### src/sv/kwb_pkg.sv
// Shared types, codes and widths of the keyed warning board.
`default_nettype none

package kwb_pkg;

    // Default geometry
    localparam int MAX_ENTRIES_DEF = 8;
    localparam int KEY_BITS_DEF    = 32;

    // Fixed field widths
    localparam int KEY_W    = 32;
    localparam int SEV_W    = 2;
    localparam int MS_W     = 48;
    localparam int OCC_W    = 32;
    localparam int STAT_W   = 2;
    localparam int SLOT_W   = 4;
    localparam int ACTIVE_W = 4;

    // Depth of the command queue between front and back
    localparam int Q_DEPTH = 2;

    // Severity codes
    localparam logic [SEV_W-1:0] SEV_OK   = 2'd0;
    localparam logic [SEV_W-1:0] SEV_WARN = 2'd1;
    localparam logic [SEV_W-1:0] SEV_CRIT = 2'd2;

    typedef enum logic [STAT_W-1:0] {
        ST_OK            = 2'd0,
        ST_INVALID_STATE = 2'd1,
        ST_INVALID_ARG   = 2'd2,
        ST_NO_MEM        = 2'd3
    } t_status;

    // Command class decided by the front
    typedef enum logic [1:0] {
        OP_REJ_STATE = 2'd0,
        OP_REJ_ARG   = 2'd1,
        OP_CLEAR     = 2'd2,
        OP_SET       = 2'd3
    } t_op;

    typedef struct packed {
        t_op              op;
        logic [KEY_W-1:0] key;
        logic [SEV_W-1:0] sev;
        logic [MS_W-1:0]  time_ms;
    } t_cmd;

    typedef struct packed {
        logic not_empty;
        logic full;
    } t_q_stat;

endpackage

`default_nettype wire

### src/sv/kwb_if.sv
// Channel interfaces: publish input, configuration write and result output.
`default_nettype none

interface kwb_in_if;
    import kwb_pkg::*;
    logic             valid;
    logic             ready;
    logic [KEY_W-1:0] source_key;
    logic [SEV_W-1:0] severity;
    logic [MS_W-1:0]  time_ms;
    modport source (output valid, source_key, severity, time_ms, input ready);
    modport sink   (input valid, source_key, severity, time_ms, output ready);
endinterface

interface kwb_cfg_if;
    logic valid;
    logic ready;
    logic board_enabled;
    modport source (output valid, board_enabled, input ready);
    modport sink   (input valid, board_enabled, output ready);
endinterface

interface kwb_out_if;
    import kwb_pkg::*;
    logic                valid;
    logic                ready;
    logic [STAT_W-1:0]   status;
    logic [SEV_W-1:0]    worst_level;
    logic [SLOT_W-1:0]   slot_index;
    logic [OCC_W-1:0]    occurrences;
    logic [MS_W-1:0]     first_seen_ms;
    logic [ACTIVE_W-1:0] active_entries;
    logic [OCC_W-1:0]    dropped_total;
    modport source (output valid, status, worst_level, slot_index, occurrences,
                    first_seen_ms, active_entries, dropped_total, input ready);
    modport sink   (input valid, status, worst_level, slot_index, occurrences,
                    first_seen_ms, active_entries, dropped_total, output ready);
endinterface

`default_nettype wire

### src/sv/kwb_front.sv
// Front end: holds the enable register, accepts publish words and classifies them.
`default_nettype none

module kwb_front
    import kwb_pkg::*;
#(
    parameter int KEY_BITS = KEY_BITS_DEF
) (
    input  wire logic    i_clk,
    input  wire logic    i_rst_n,
    kwb_in_if.sink       i_in,
    kwb_cfg_if.sink      i_cfg,
    input  wire t_q_stat i_q_stat,
    output logic         o_push,
    output t_cmd         o_cmd
);

    localparam int KW = (KEY_BITS < KEY_W) ? KEY_BITS : KEY_W;
    localparam logic [KEY_W-1:0] KEY_MASK = KEY_W'((64'd1 << KW) - 64'd1);

    logic             r_enabled;
    logic             n_enabled;
    logic [KEY_W-1:0] key_m;

    assign i_cfg.ready = 1'b1;
    assign i_in.ready  = !i_q_stat.full;
    assign o_push      = i_in.valid && i_in.ready;
    assign key_m       = i_in.source_key & KEY_MASK;

    always_comb begin
        n_enabled = r_enabled;
        if (i_cfg.valid) begin
            n_enabled = i_cfg.board_enabled;
        end
    end

    always_ff @(posedge i_clk) begin
        if (!i_rst_n) begin
            r_enabled <= 1'b0;
        end else begin
            r_enabled <= n_enabled;
        end
    end

    always_comb begin
        o_cmd.key     = key_m;
        o_cmd.sev     = i_in.severity;
        o_cmd.time_ms = i_in.time_ms;
        if (!r_enabled) begin
            o_cmd.op = OP_REJ_STATE;
        end else if (key_m == '0 || i_in.severity > SEV_CRIT) begin
            o_cmd.op = OP_REJ_ARG;
        end else if (i_in.severity == SEV_OK) begin
            o_cmd.op = OP_CLEAR;
        end else begin
            o_cmd.op = OP_SET;
        end
    end

endmodule

`default_nettype wire

### src/sv/kwb_queue.sv
// Short command queue between the front and the back.
`default_nettype none

module kwb_queue
    import kwb_pkg::*;
(
    input  wire logic i_clk,
    input  wire logic i_rst_n,
    input  wire logic i_push,
    input  wire t_cmd i_cmd,
    input  wire logic i_pop,
    output t_cmd      o_head,
    output t_q_stat   o_stat
);

    localparam int QP_W = (Q_DEPTH > 1) ? $clog2(Q_DEPTH) : 1;
    localparam int QC_W = $clog2(Q_DEPTH + 1);

    t_cmd            r_buf [Q_DEPTH];
    logic [QP_W-1:0] r_wr, n_wr;
    logic [QP_W-1:0] r_rd, n_rd;
    logic [QC_W-1:0] r_cnt, n_cnt;

    assign o_head           = r_buf[r_rd];
    assign o_stat.not_empty = (r_cnt != '0);
    assign o_stat.full      = (r_cnt == QC_W'(Q_DEPTH));

    always_comb begin
        n_wr  = r_wr;
        n_rd  = r_rd;
        n_cnt = r_cnt;
        if (i_push) begin
            n_wr  = (r_wr == QP_W'(Q_DEPTH - 1)) ? '0 : r_wr + QP_W'(1);
            n_cnt = n_cnt + QC_W'(1);
        end
        if (i_pop) begin
            n_rd  = (r_rd == QP_W'(Q_DEPTH - 1)) ? '0 : r_rd + QP_W'(1);
            n_cnt = n_cnt - QC_W'(1);
        end
    end

    always_ff @(posedge i_clk) begin
        if (!i_rst_n) begin
            r_wr  <= '0;
            r_rd  <= '0;
            r_cnt <= '0;
        end else begin
            r_wr  <= n_wr;
            r_rd  <= n_rd;
            r_cnt <= n_cnt;
        end
    end

    always_ff @(posedge i_clk) begin
        if (i_push) begin
            r_buf[r_wr] <= i_cmd;
        end
    end

endmodule

`default_nettype wire

### src/sv/kwb_back.sv
// Back end: warning table, key match, update or removal, and result register.
`default_nettype none

module kwb_back
    import kwb_pkg::*;
#(
    parameter int MAX_ENTRIES = MAX_ENTRIES_DEF,
    parameter int KEY_BITS    = KEY_BITS_DEF
) (
    input  wire logic    i_clk,
    input  wire logic    i_rst_n,
    input  wire t_cmd    i_head,
    input  wire t_q_stat i_q_stat,
    output logic         o_pop,
    kwb_out_if.source    o_out
);

    localparam int KW = (KEY_BITS < KEY_W) ? KEY_BITS : KEY_W;
    localparam int CW = $clog2(MAX_ENTRIES + 1);

    typedef enum logic [1:0] {
        BS_FETCH = 2'b01,
        BS_APPLY = 2'b10
    } t_bstate;

    typedef struct packed {
        t_status             status;
        logic [SEV_W-1:0]    worst;
        logic [SLOT_W-1:0]   slot;
        logic [OCC_W-1:0]    occ;
        logic [MS_W-1:0]     first;
        logic [ACTIVE_W-1:0] active;
        logic [OCC_W-1:0]    dropped;
    } t_res;

    // Table rows; the last-seen time is not kept since no result reports it
    logic [KW-1:0]    r_key   [MAX_ENTRIES];
    logic [KW-1:0]    n_key   [MAX_ENTRIES];
    logic [SEV_W-1:0] r_lvl   [MAX_ENTRIES];
    logic [SEV_W-1:0] n_lvl   [MAX_ENTRIES];
    logic [OCC_W-1:0] r_cnt   [MAX_ENTRIES];
    logic [OCC_W-1:0] n_cnt   [MAX_ENTRIES];
    logic [MS_W-1:0]  r_first [MAX_ENTRIES];
    logic [MS_W-1:0]  n_first [MAX_ENTRIES];

    logic [CW-1:0]          r_used, n_used;
    logic [CW-1:0]          r_warn, n_warn;
    logic [CW-1:0]          r_crit, n_crit;
    logic [OCC_W-1:0]       r_drops, n_drops;
    t_bstate                r_state, n_state;
    logic                   r_out_valid, n_out_valid;
    t_cmd                   r_cmd, n_cmd;
    logic [MAX_ENTRIES-1:0] r_hit_vec, n_hit_vec;
    logic [CW-1:0]          r_idx, n_idx;
    t_res                   r_res, n_res;

    logic [MAX_ENTRIES-1:0] hit_vec;
    logic [CW-1:0]          hit_idx;
    logic [SEV_W-1:0]       sel_lvl;
    logic [OCC_W-1:0]       sel_cnt;
    logic [MS_W-1:0]        sel_first;
    logic                   r_hit;
    logic                   out_free;
    t_status                res_status;
    logic [CW-1:0]          res_slot;
    logic [OCC_W-1:0]       res_occ;
    logic [MS_W-1:0]        res_first;
    logic [SEV_W-1:0]       res_worst;

    assign o_pop    = (r_state == BS_FETCH) && i_q_stat.not_empty;
    assign r_hit    = |r_hit_vec;
    assign out_free = !r_out_valid || o_out.ready;

    // Match the queue head against every active row; keys are unique in the table
    always_comb begin
        hit_vec = '0;
        hit_idx = '0;
        for (int i = 0; i < MAX_ENTRIES; i++) begin
            hit_vec[i] = (CW'(i) < r_used) && (r_key[i] == i_head.key[KW-1:0]);
            if (hit_vec[i]) begin
                hit_idx = hit_idx | CW'(i);
            end
        end
    end

    // Pick the matched row's fields
    always_comb begin
        sel_lvl   = '0;
        sel_cnt   = '0;
        sel_first = '0;
        for (int i = 0; i < MAX_ENTRIES; i++) begin
            if (r_hit_vec[i]) begin
                sel_lvl   = sel_lvl | r_lvl[i];
                sel_cnt   = sel_cnt | r_cnt[i];
                sel_first = sel_first | r_first[i];
            end
        end
    end

    always_comb begin
        n_key       = r_key;
        n_lvl       = r_lvl;
        n_cnt       = r_cnt;
        n_first     = r_first;
        n_used      = r_used;
        n_warn      = r_warn;
        n_crit      = r_crit;
        n_drops     = r_drops;
        n_state     = r_state;
        n_cmd       = r_cmd;
        n_hit_vec   = r_hit_vec;
        n_idx       = r_idx;
        n_res       = r_res;
        n_out_valid = r_out_valid && !o_out.ready;
        res_status  = ST_OK;
        res_slot    = CW'(MAX_ENTRIES);
        res_occ     = '0;
        res_first   = '0;
        res_worst   = SEV_OK;
        case (r_state)
            BS_FETCH: begin
                if (i_q_stat.not_empty) begin
                    n_cmd     = i_head;
                    n_hit_vec = hit_vec;
                    n_idx     = hit_idx;
                    n_state   = BS_APPLY;
                end
            end
            BS_APPLY: begin
                if (out_free) begin
                    case (r_cmd.op)
                        OP_REJ_STATE: res_status = ST_INVALID_STATE;
                        OP_REJ_ARG:   res_status = ST_INVALID_ARG;
                        OP_CLEAR: begin
                            if (r_hit) begin
                                res_slot = r_idx;
                                // Shift later rows down over the removed one
                                for (int i = 0; i < MAX_ENTRIES - 1; i++) begin
                                    if (CW'(i) >= r_idx && CW'(i) + CW'(1) < r_used) begin
                                        n_key[i]   = r_key[i+1];
                                        n_lvl[i]   = r_lvl[i+1];
                                        n_cnt[i]   = r_cnt[i+1];
                                        n_first[i] = r_first[i+1];
                                    end
                                end
                                n_used = r_used - CW'(1);
                                if (sel_lvl == SEV_CRIT) begin
                                    n_crit = r_crit - CW'(1);
                                end else begin
                                    n_warn = r_warn - CW'(1);
                                end
                            end
                        end
                        OP_SET: begin
                            if (r_hit) begin
                                for (int i = 0; i < MAX_ENTRIES; i++) begin
                                    if (r_hit_vec[i]) begin
                                        n_lvl[i] = r_cmd.sev;
                                        n_cnt[i] = r_cnt[i] + OCC_W'(1);
                                    end
                                end
                                res_slot  = r_idx;
                                res_occ   = sel_cnt + OCC_W'(1);
                                res_first = sel_first;
                                if (sel_lvl == SEV_CRIT) begin
                                    n_crit = n_crit - CW'(1);
                                end else begin
                                    n_warn = n_warn - CW'(1);
                                end
                                if (r_cmd.sev == SEV_CRIT) begin
                                    n_crit = n_crit + CW'(1);
                                end else begin
                                    n_warn = n_warn + CW'(1);
                                end
                            end else if (r_used < CW'(MAX_ENTRIES)) begin
                                // Append at the end of the active rows
                                for (int i = 0; i < MAX_ENTRIES; i++) begin
                                    if (CW'(i) == r_used) begin
                                        n_key[i]   = r_cmd.key[KW-1:0];
                                        n_lvl[i]   = r_cmd.sev;
                                        n_cnt[i]   = OCC_W'(1);
                                        n_first[i] = r_cmd.time_ms;
                                    end
                                end
                                n_used    = r_used + CW'(1);
                                res_slot  = r_used;
                                res_occ   = OCC_W'(1);
                                res_first = r_cmd.time_ms;
                                if (r_cmd.sev == SEV_CRIT) begin
                                    n_crit = r_crit + CW'(1);
                                end else begin
                                    n_warn = r_warn + CW'(1);
                                end
                            end else begin
                                n_drops    = r_drops + OCC_W'(1);
                                res_status = ST_NO_MEM;
                            end
                        end
                        default: ;
                    endcase
                    if (n_crit != '0) begin
                        res_worst = SEV_CRIT;
                    end else if (n_warn != '0) begin
                        res_worst = SEV_WARN;
                    end
                    n_res.status  = res_status;
                    n_res.worst   = res_worst;
                    n_res.slot    = SLOT_W'(res_slot);
                    n_res.occ     = res_occ;
                    n_res.first   = res_first;
                    n_res.active  = ACTIVE_W'(n_used);
                    n_res.dropped = n_drops;
                    n_out_valid   = 1'b1;
                    n_state       = BS_FETCH;
                end
            end
            default: n_state = BS_FETCH;
        endcase
    end

    always_ff @(posedge i_clk) begin
        if (!i_rst_n) begin
            r_used      <= '0;
            r_warn      <= '0;
            r_crit      <= '0;
            r_drops     <= '0;
            r_state     <= BS_FETCH;
            r_out_valid <= 1'b0;
        end else begin
            r_used      <= n_used;
            r_warn      <= n_warn;
            r_crit      <= n_crit;
            r_drops     <= n_drops;
            r_state     <= n_state;
            r_out_valid <= n_out_valid;
        end
    end

    always_ff @(posedge i_clk) begin
        r_key     <= n_key;
        r_lvl     <= n_lvl;
        r_cnt     <= n_cnt;
        r_first   <= n_first;
        r_cmd     <= n_cmd;
        r_hit_vec <= n_hit_vec;
        r_idx     <= n_idx;
        r_res     <= n_res;
    end

    assign o_out.valid          = r_out_valid;
    assign o_out.status         = r_res.status;
    assign o_out.worst_level    = r_res.worst;
    assign o_out.slot_index     = r_res.slot;
    assign o_out.occurrences    = r_res.occ;
    assign o_out.first_seen_ms  = r_res.first;
    assign o_out.active_entries = r_res.active;
    assign o_out.dropped_total  = r_res.dropped;

endmodule

`default_nettype wire

### src/sv/keyed_warning_board.sv
// Top level of the keyed warning board: front, command queue and back.
//
// The board keeps a table of up to MAX_ENTRIES active warnings, one row per
// source key, each with its level, occurrence count and first-seen time.
// Every publish word on i_in gives exactly one result word on o_out, in
// order. Severity warn or critical updates the matching row (count plus
// one) or appends a new row; severity ok removes the row and closes the gap.
// When the table is full the drop counter advances and no_mem is returned.
// With the board disabled every word returns invalid_state; an empty key
// (zero after keeping the low KEY_BITS bits) or severity code 3 returns
// invalid_arg. worst_level is the highest level left in the table after the
// word, tracked by per-level row counts. slot_index and active_entries show
// the low four bits of their values. Timing: the front takes one word per
// cycle into a two-word queue while the queue is not full; the back takes
// one word at a time, first matching the key against all rows, then, once
// the result register is free, applying the change and loading the result
// register. The result register frees the back as soon as o_out takes the
// word. Write i_cfg only while no word is in flight.
`default_nettype none

module keyed_warning_board
    import kwb_pkg::*;
#(
    parameter int MAX_ENTRIES = MAX_ENTRIES_DEF,
    parameter int KEY_BITS    = KEY_BITS_DEF
) (
    input  wire logic i_clk,
    input  wire logic i_rst_n,
    kwb_in_if.sink    i_in,
    kwb_cfg_if.sink   i_cfg,
    kwb_out_if.source o_out
);

    logic    push;
    logic    pop;
    t_cmd    cmd;
    t_cmd    head;
    t_q_stat q_stat;

    // Classify each word and hold the enable bit
    kwb_front #(
        .KEY_BITS (KEY_BITS)
    ) u_front (
        .i_clk    (i_clk),
        .i_rst_n  (i_rst_n),
        .i_in     (i_in),
        .i_cfg    (i_cfg),
        .i_q_stat (q_stat),
        .o_push   (push),
        .o_cmd    (cmd)
    );

    // Decouple accept from table work
    kwb_queue u_queue (
        .i_clk   (i_clk),
        .i_rst_n (i_rst_n),
        .i_push  (push),
        .i_cmd   (cmd),
        .i_pop   (pop),
        .o_head  (head),
        .o_stat  (q_stat)
    );

    // Match, update the table and present the result
    kwb_back #(
        .MAX_ENTRIES (MAX_ENTRIES),
        .KEY_BITS    (KEY_BITS)
    ) u_back (
        .i_clk    (i_clk),
        .i_rst_n  (i_rst_n),
        .i_head   (head),
        .i_q_stat (q_stat),
        .o_pop    (pop),
        .o_out    (o_out)
    );

endmodule

`default_nettype wire

### src/flat_wrapper.sv
// flat-port wrapper written by rule: the top's interface ports become plain ports
module keyed_warning_board_flat import kwb_pkg::*;
#(
    parameter int MAX_ENTRIES = MAX_ENTRIES_DEF,
    parameter int KEY_BITS    = KEY_BITS_DEF
)
  (i_clk, i_rst_n, i_in_valid, i_in_source_key, i_in_severity, i_in_time_ms, i_in_ready, i_cfg_valid, i_cfg_board_enabled, i_cfg_ready, o_out_valid, o_out_status, o_out_worst_level, o_out_slot_index, o_out_occurrences, o_out_first_seen_ms, o_out_active_entries, o_out_dropped_total, o_out_ready);
  kwb_in_if i_in_i ();
  kwb_cfg_if i_cfg_i ();
  kwb_out_if o_out_i ();
  input  wire logic i_clk;
  input  wire logic i_rst_n;
  input wire logic [$bits(i_in_i.valid)-1:0] i_in_valid;
  input wire logic [$bits(i_in_i.source_key)-1:0] i_in_source_key;
  input wire logic [$bits(i_in_i.severity)-1:0] i_in_severity;
  input wire logic [$bits(i_in_i.time_ms)-1:0] i_in_time_ms;
  output wire logic [$bits(i_in_i.ready)-1:0] i_in_ready;
  input wire logic [$bits(i_cfg_i.valid)-1:0] i_cfg_valid;
  input wire logic [$bits(i_cfg_i.board_enabled)-1:0] i_cfg_board_enabled;
  output wire logic [$bits(i_cfg_i.ready)-1:0] i_cfg_ready;
  output wire logic [$bits(o_out_i.valid)-1:0] o_out_valid;
  output wire logic [$bits(o_out_i.status)-1:0] o_out_status;
  output wire logic [$bits(o_out_i.worst_level)-1:0] o_out_worst_level;
  output wire logic [$bits(o_out_i.slot_index)-1:0] o_out_slot_index;
  output wire logic [$bits(o_out_i.occurrences)-1:0] o_out_occurrences;
  output wire logic [$bits(o_out_i.first_seen_ms)-1:0] o_out_first_seen_ms;
  output wire logic [$bits(o_out_i.active_entries)-1:0] o_out_active_entries;
  output wire logic [$bits(o_out_i.dropped_total)-1:0] o_out_dropped_total;
  input wire logic [$bits(o_out_i.ready)-1:0] o_out_ready;
  assign i_in_i.valid = i_in_valid;
  assign i_in_i.source_key = i_in_source_key;
  assign i_in_i.severity = i_in_severity;
  assign i_in_i.time_ms = i_in_time_ms;
  assign i_in_ready = i_in_i.ready;
  assign i_cfg_i.valid = i_cfg_valid;
  assign i_cfg_i.board_enabled = i_cfg_board_enabled;
  assign i_cfg_ready = i_cfg_i.ready;
  assign o_out_valid = o_out_i.valid;
  assign o_out_status = o_out_i.status;
  assign o_out_worst_level = o_out_i.worst_level;
  assign o_out_slot_index = o_out_i.slot_index;
  assign o_out_occurrences = o_out_i.occurrences;
  assign o_out_first_seen_ms = o_out_i.first_seen_ms;
  assign o_out_active_entries = o_out_i.active_entries;
  assign o_out_dropped_total = o_out_i.dropped_total;
  assign o_out_i.ready = o_out_ready;
  keyed_warning_board #(.MAX_ENTRIES(MAX_ENTRIES), .KEY_BITS(KEY_BITS)) u_core (.i_clk(i_clk), .i_rst_n(i_rst_n), .i_in(i_in_i), .i_cfg(i_cfg_i), .o_out(o_out_i));
endmodule
### config.mk
export PLATFORM = sky130hd
export DESIGN_NAME = keyed_warning_board_flat
export DESIGN_NICKNAME = d
export VERILOG_FILES = /design/src/sv/kwb_pkg.sv /design/src/sv/kwb_if.sv /design/src/sv/kwb_front.sv /design/src/sv/kwb_queue.sv /design/src/sv/kwb_back.sv /design/src/sv/keyed_warning_board.sv /design/src/flat_wrapper.sv
export SDC_FILE = /design/constraint.sdc
export NUM_CORES = 2
export LEC_CHECK = 0
export ABC_CLOCK_PERIOD_IN_PS = 11500
export BUFFER_PORTS_ARGS = -buffer_cell sky130_fd_sc_hd__buf_2
export CAP_MARGIN = 40
export CORE_MARGIN = 4
export CORE_UTILIZATION = 42
export DETAILED_ROUTE_END_ITERATION = 16
export GPL_TIMING_DRIVEN = 0
export SLEW_MARGIN = 20
export SYNTH_ARGS = -nofsm -noshare
export SYNTH_HDL_FRONTEND = slang
export SYNTH_HIERARCHICAL = 1
export SYNTH_SLANG_ARGS = --single-unit
### constraint.sdc
create_clock -name i_clk -period 11.5 [get_ports i_clk]
set_input_delay 0.575 -clock i_clk [delete_from_list [all_inputs] [get_ports i_clk]]
set_output_delay 0.575 -clock i_clk [all_outputs]
set_load 0.1 [all_outputs]
==> impl_metrics.tcl <==
set metrics [dict create \
    status "complete, no violations" \
    h-tree-depth 4 \
    antenna_found_initial 5 \
    clkTransAtPathRegs_ns 0.06 \
    via_count 47800 \
    synth_fp_nets 5743 \
    synth-simple-area-share_pct 16.2 \
    r2r_cells 12 \
    clk_path_buf_depth 3 \
    grt_setup_unrepaired "no" \
    clk_latency_ns 0.80 \
    hold_slack_ns 0.0750 \
    synth_async_sr_flop_share_pct 0 \
    chipHeight_microns 399 \
    total_power_mw 16.1 \
    setup.worst_path.start_class "flop" \
    synth_area_sq_um 64200 \
    dr.pass1.iters 9 \
    area_growth_pct 16.7 \
    numCtsBuffers 148 \
    synth_compound_area_share_pct 8.14 \
    dp_hpwl_microns 152000 \
    io_buffers 165 \
    clock_sinks 1352 \
    cp.arrival_ns 5.58 \
    finClkSkew_ns 0.0368 \
    r2r-start "u_core/u_back/o_out.valid" \
    ir_drop_v 0.000143 \
    fmax_mhz 197 \
    syn_avg_cell_area_sq_um 11.4 \
    overflow 0 \
    hold_violations 0 \
    p_per_area_nw_per_um2 214 \
    synth_seq_cells 1352 \
    slew_headroom_pct 34.4 \
    n_fill_cell 13500 \
    cp_data_required_time_ns 12.00 \
    layout_common_cells "1551 x nand2_1, 1299 x edfxtp_1, 347 x xor2_1" \
    maxSlewViolCount 0 \
    worstMarginPinSlew_ns 0.976 \
    dr.first_iter.drc_count 5856 \
    reg2reg_slack_ns 6.41 \
    ios 215 \
    crit_start "u_core/u_back/o_out.valid" \
    totalWireLength_microns 206000 \
    tritoncts "built" \
    setup_viol 0 \
    maxCapViolations 0 \
    p_leak_nw 28.5 \
    reg2reg_to "u_core/u_back/r_key[60]" \
    worstHoldPathType "input pin to flop" \
    final_common_cell "nand2_1" \
    die_w_microns 399 \
    postRouteAntennaNets 0 \
    grt_pass1_vias 45800 \
    final_net_count 6267 \
    start_util_pct 42.3 \
    swShare_pct 36.2 \
    clockRootBuffer "clkbuf_16" \
    p_int_mw 10.3 \
    drc 0 \
    core_sq_um 152000 \
    synth_ff_type "edfxtp_1" \
    critPathKind "flop to flop" \
    place.gp.congestion 0.917 \
    track_usage_pct 25.3 \
    cts_resized 0 \
    sequentialPowerShare_pct 39.3 \
    grt_pass1_wl_microns 299000 \
    synthMuxAreaShare_pct 1.58 \
    synth_edf_count 1299 \
    die_area_sq_um 159000 \
    synth_top_family_by_area "simple AND/OR/NAND/NOR gates" \
    synth_cell_type_count 81 \
    viasPerCell 5.75 \
    std_cell_rows 143 \
    period_share_pct 44.2 \
    power_switching_mw 5.81 \
    yosys_warnings 6 \
    critPathCapture "u_core/u_back/r_key[60]" \
    ys_seq_area_share_pct 62.4 \
    p_clk_share_pct 29.5 \
    power_frac_comb_pct 31.2 \
    synthAdderAreaFrac_pct 0.448 \
    crit_fanout 10 \
    synth_cells 5632 \
    wl_per_cell_microns 24.7 \
    grt_max_degree 44 \
    drive_gt1_share_pct 12.0 \
    crit_path_end_kind "flop" \
    fin_crit_ns 5.09 \
    synthXorXnorAreaFrac_pct 7.91 \
]
## registers in the layout, indices dropped and copies added (netlist names), 8 cells and up, named ones only
register,cells
u_core/u_back/o_out.dropped_total,32
u_core/u_back/o_out.first_seen_ms,48
u_core/u_back/o_out.occurrences,32
u_core/u_back/r_cmd,84
u_core/u_back/r_cnt,256
u_core/u_back/r_drops,32
u_core/u_back/r_first,384
u_core/u_back/r_hit_vec,8
u_core/u_back/r_key,256
u_core/u_back/r_lvl,16
u_core/u_queue/r_buf,168
## power by group through the flow
stage               Combinational [mW]  Clock [mW]  Sequential (mW)
finish                            5.01        4.74             6.32
global route                      5.29        5.04             6.34
CTS                               4.89        4.82             6.31
detailed placement                4.85           0             6.41
global placement                  4.55           0             6.49
floorplan                         2.63           0             6.54
## logic make-up (layout without fill, tap and decap cells)
group                    count (synthesis)  after routing
XOR/XNOR                               580            580
AO/OA/AOI/OAI                          773            773
flip-flops                            1352           1352
buffers and inverters                  454           1103
other                                    1              5
AND/OR/NAND/NOR                       2358           2358
adder cells (fa/ha/maj)                 23             23
multiplexers                            91             91
## layout make-up
cell class | count | area (sq um) | share of cell area [%]
well taps | 2030 | 2540 | 3.39
diodes | 4 | 10.0 | 0.0134
clock inverters | 75 | 777 | 1.04
flip-flops and latches | 1352 | 40100 | 53.5
repair buffers | 374 | 3190 | 4.26
clock buffers | 200 | 4060 | 5.42
multi-input cells | 3826 | 22200 | 29.6
plain buffers | 412 | 1980 | 2.64
inverters | 42 | 158 | 0.210
## how the worst min path moves through the flow
stage | to | slack (ns) | from | cells past startpoint
2_1_floorplan | u_core/u_back/r_key[0] | 0.42 | u_core/u_back/r_cmd[50] | 0
3_3_place_gp | u_core/u_back/r_key[8] | 0.42 | u_core/u_back/r_cmd[58] | 0
3_5_place_dp | u_core/u_back/r_key[24] | 0.43 | u_core/u_back/r_cmd[74] | 0
4_1_cts | u_core/u_queue/r_buf[1][70] | 0.01 | i_in_source_key[20] | 2
5_1_grt | u_core/u_queue/r_buf[0][65] | 0.05 | i_in_source_key[15] | 2
6_report | u_core/u_queue/r_buf[0][57] | 0.07 | i_in_source_key[7] | 2
## cells in the mapped netlist, types with 9 or more instances
cell / number / area share [%]
a211oi_1: 13 / 0.15
a21o_1: 64 / 0.75
a21oi_1: 48 / 0.37
a22oi_1: 329 / 3.8
a31oi_1: 14 / 0.14
and2_1: 16 / 0.16
and3_1: 59 / 0.57
and4_1: 36 / 0.49
buf_1: 27 / 0.16
buf_2: 37 / 0.29
buf_4: 84 / 0.98
clkbuf_1: 257 / 1.5
dfxtp_1: 53 / 1.7
edfxtp_1: 1299 / 61
ha_1: 23 / 0.45
inv_1: 40 / 0.23
mux2_1: 60 / 1.1
mux2_2: 25 / 0.44
nand2_1: 1551 / 9.1
nand2b_1: 9 / 0.088
nand3_1: 128 / 1.0
nand4_1: 168 / 1.6
nor2_1: 190 / 1.1
nor2b_1: 9 / 0.088
nor3_1: 65 / 0.51
nor4_1: 58 / 0.57
o21ai_0: 189 / 1.5
o22ai_1: 16 / 0.16
o31ai_1: 43 / 0.50
or3_1: 24 / 0.23
xnor2_1: 233 / 3.2
xor2_1: 347 / 4.7
## per-layer routing
layer	GRT usage [%]	vias up	part of all wire (%)
li1	-	21300	-
met1	34.5	23400	40
met2	39.4	2726	45
met3	5.35	458	11
met4	10.3	2	4.2
met5	0	-	0.0063
## repair_timing
action	CTS	global route
hold buffers	49	0
buffers inserted	0	0
hold endpoints to repair	97	0
## critical path: stages, from the launching register on
cell and delay [ns]:
dfxtp_1 0.41, nand2b_1 0.36, nand2b_1 0.18, clkbuf_1 0.30, inv_1 0.39, clkbuf_1 0.70
o211ai_1 0.57, nor3_2 0.80, buf_6 0.25, buf_6 0.17, buf_4 0.20, buf_4 0.21
buf_4 0.21
## metrics by stage
step / area (sq um) / setup TNS, ns / cells / utilization, % / worst slack [ns]
6_report: 75000 / 0 / 8315 / 49.3 / 6.41
5_1_grt: 74900 / 0 / 8311 / 49.3 / 6.31
4_1_cts: 74900 / 0 / 8304 / 49.3 / 6.57
3_5_place_dp: 69500 / 0 / 7980 / 45.8 / 6.31
3_3_place_gp: 67600 / -1902.28 / 7827 / 44.5 / -4.14
2_1_floorplan: 64200 / 0 / 5632 / - / 2.37
(Power assumes the default switching activity.)
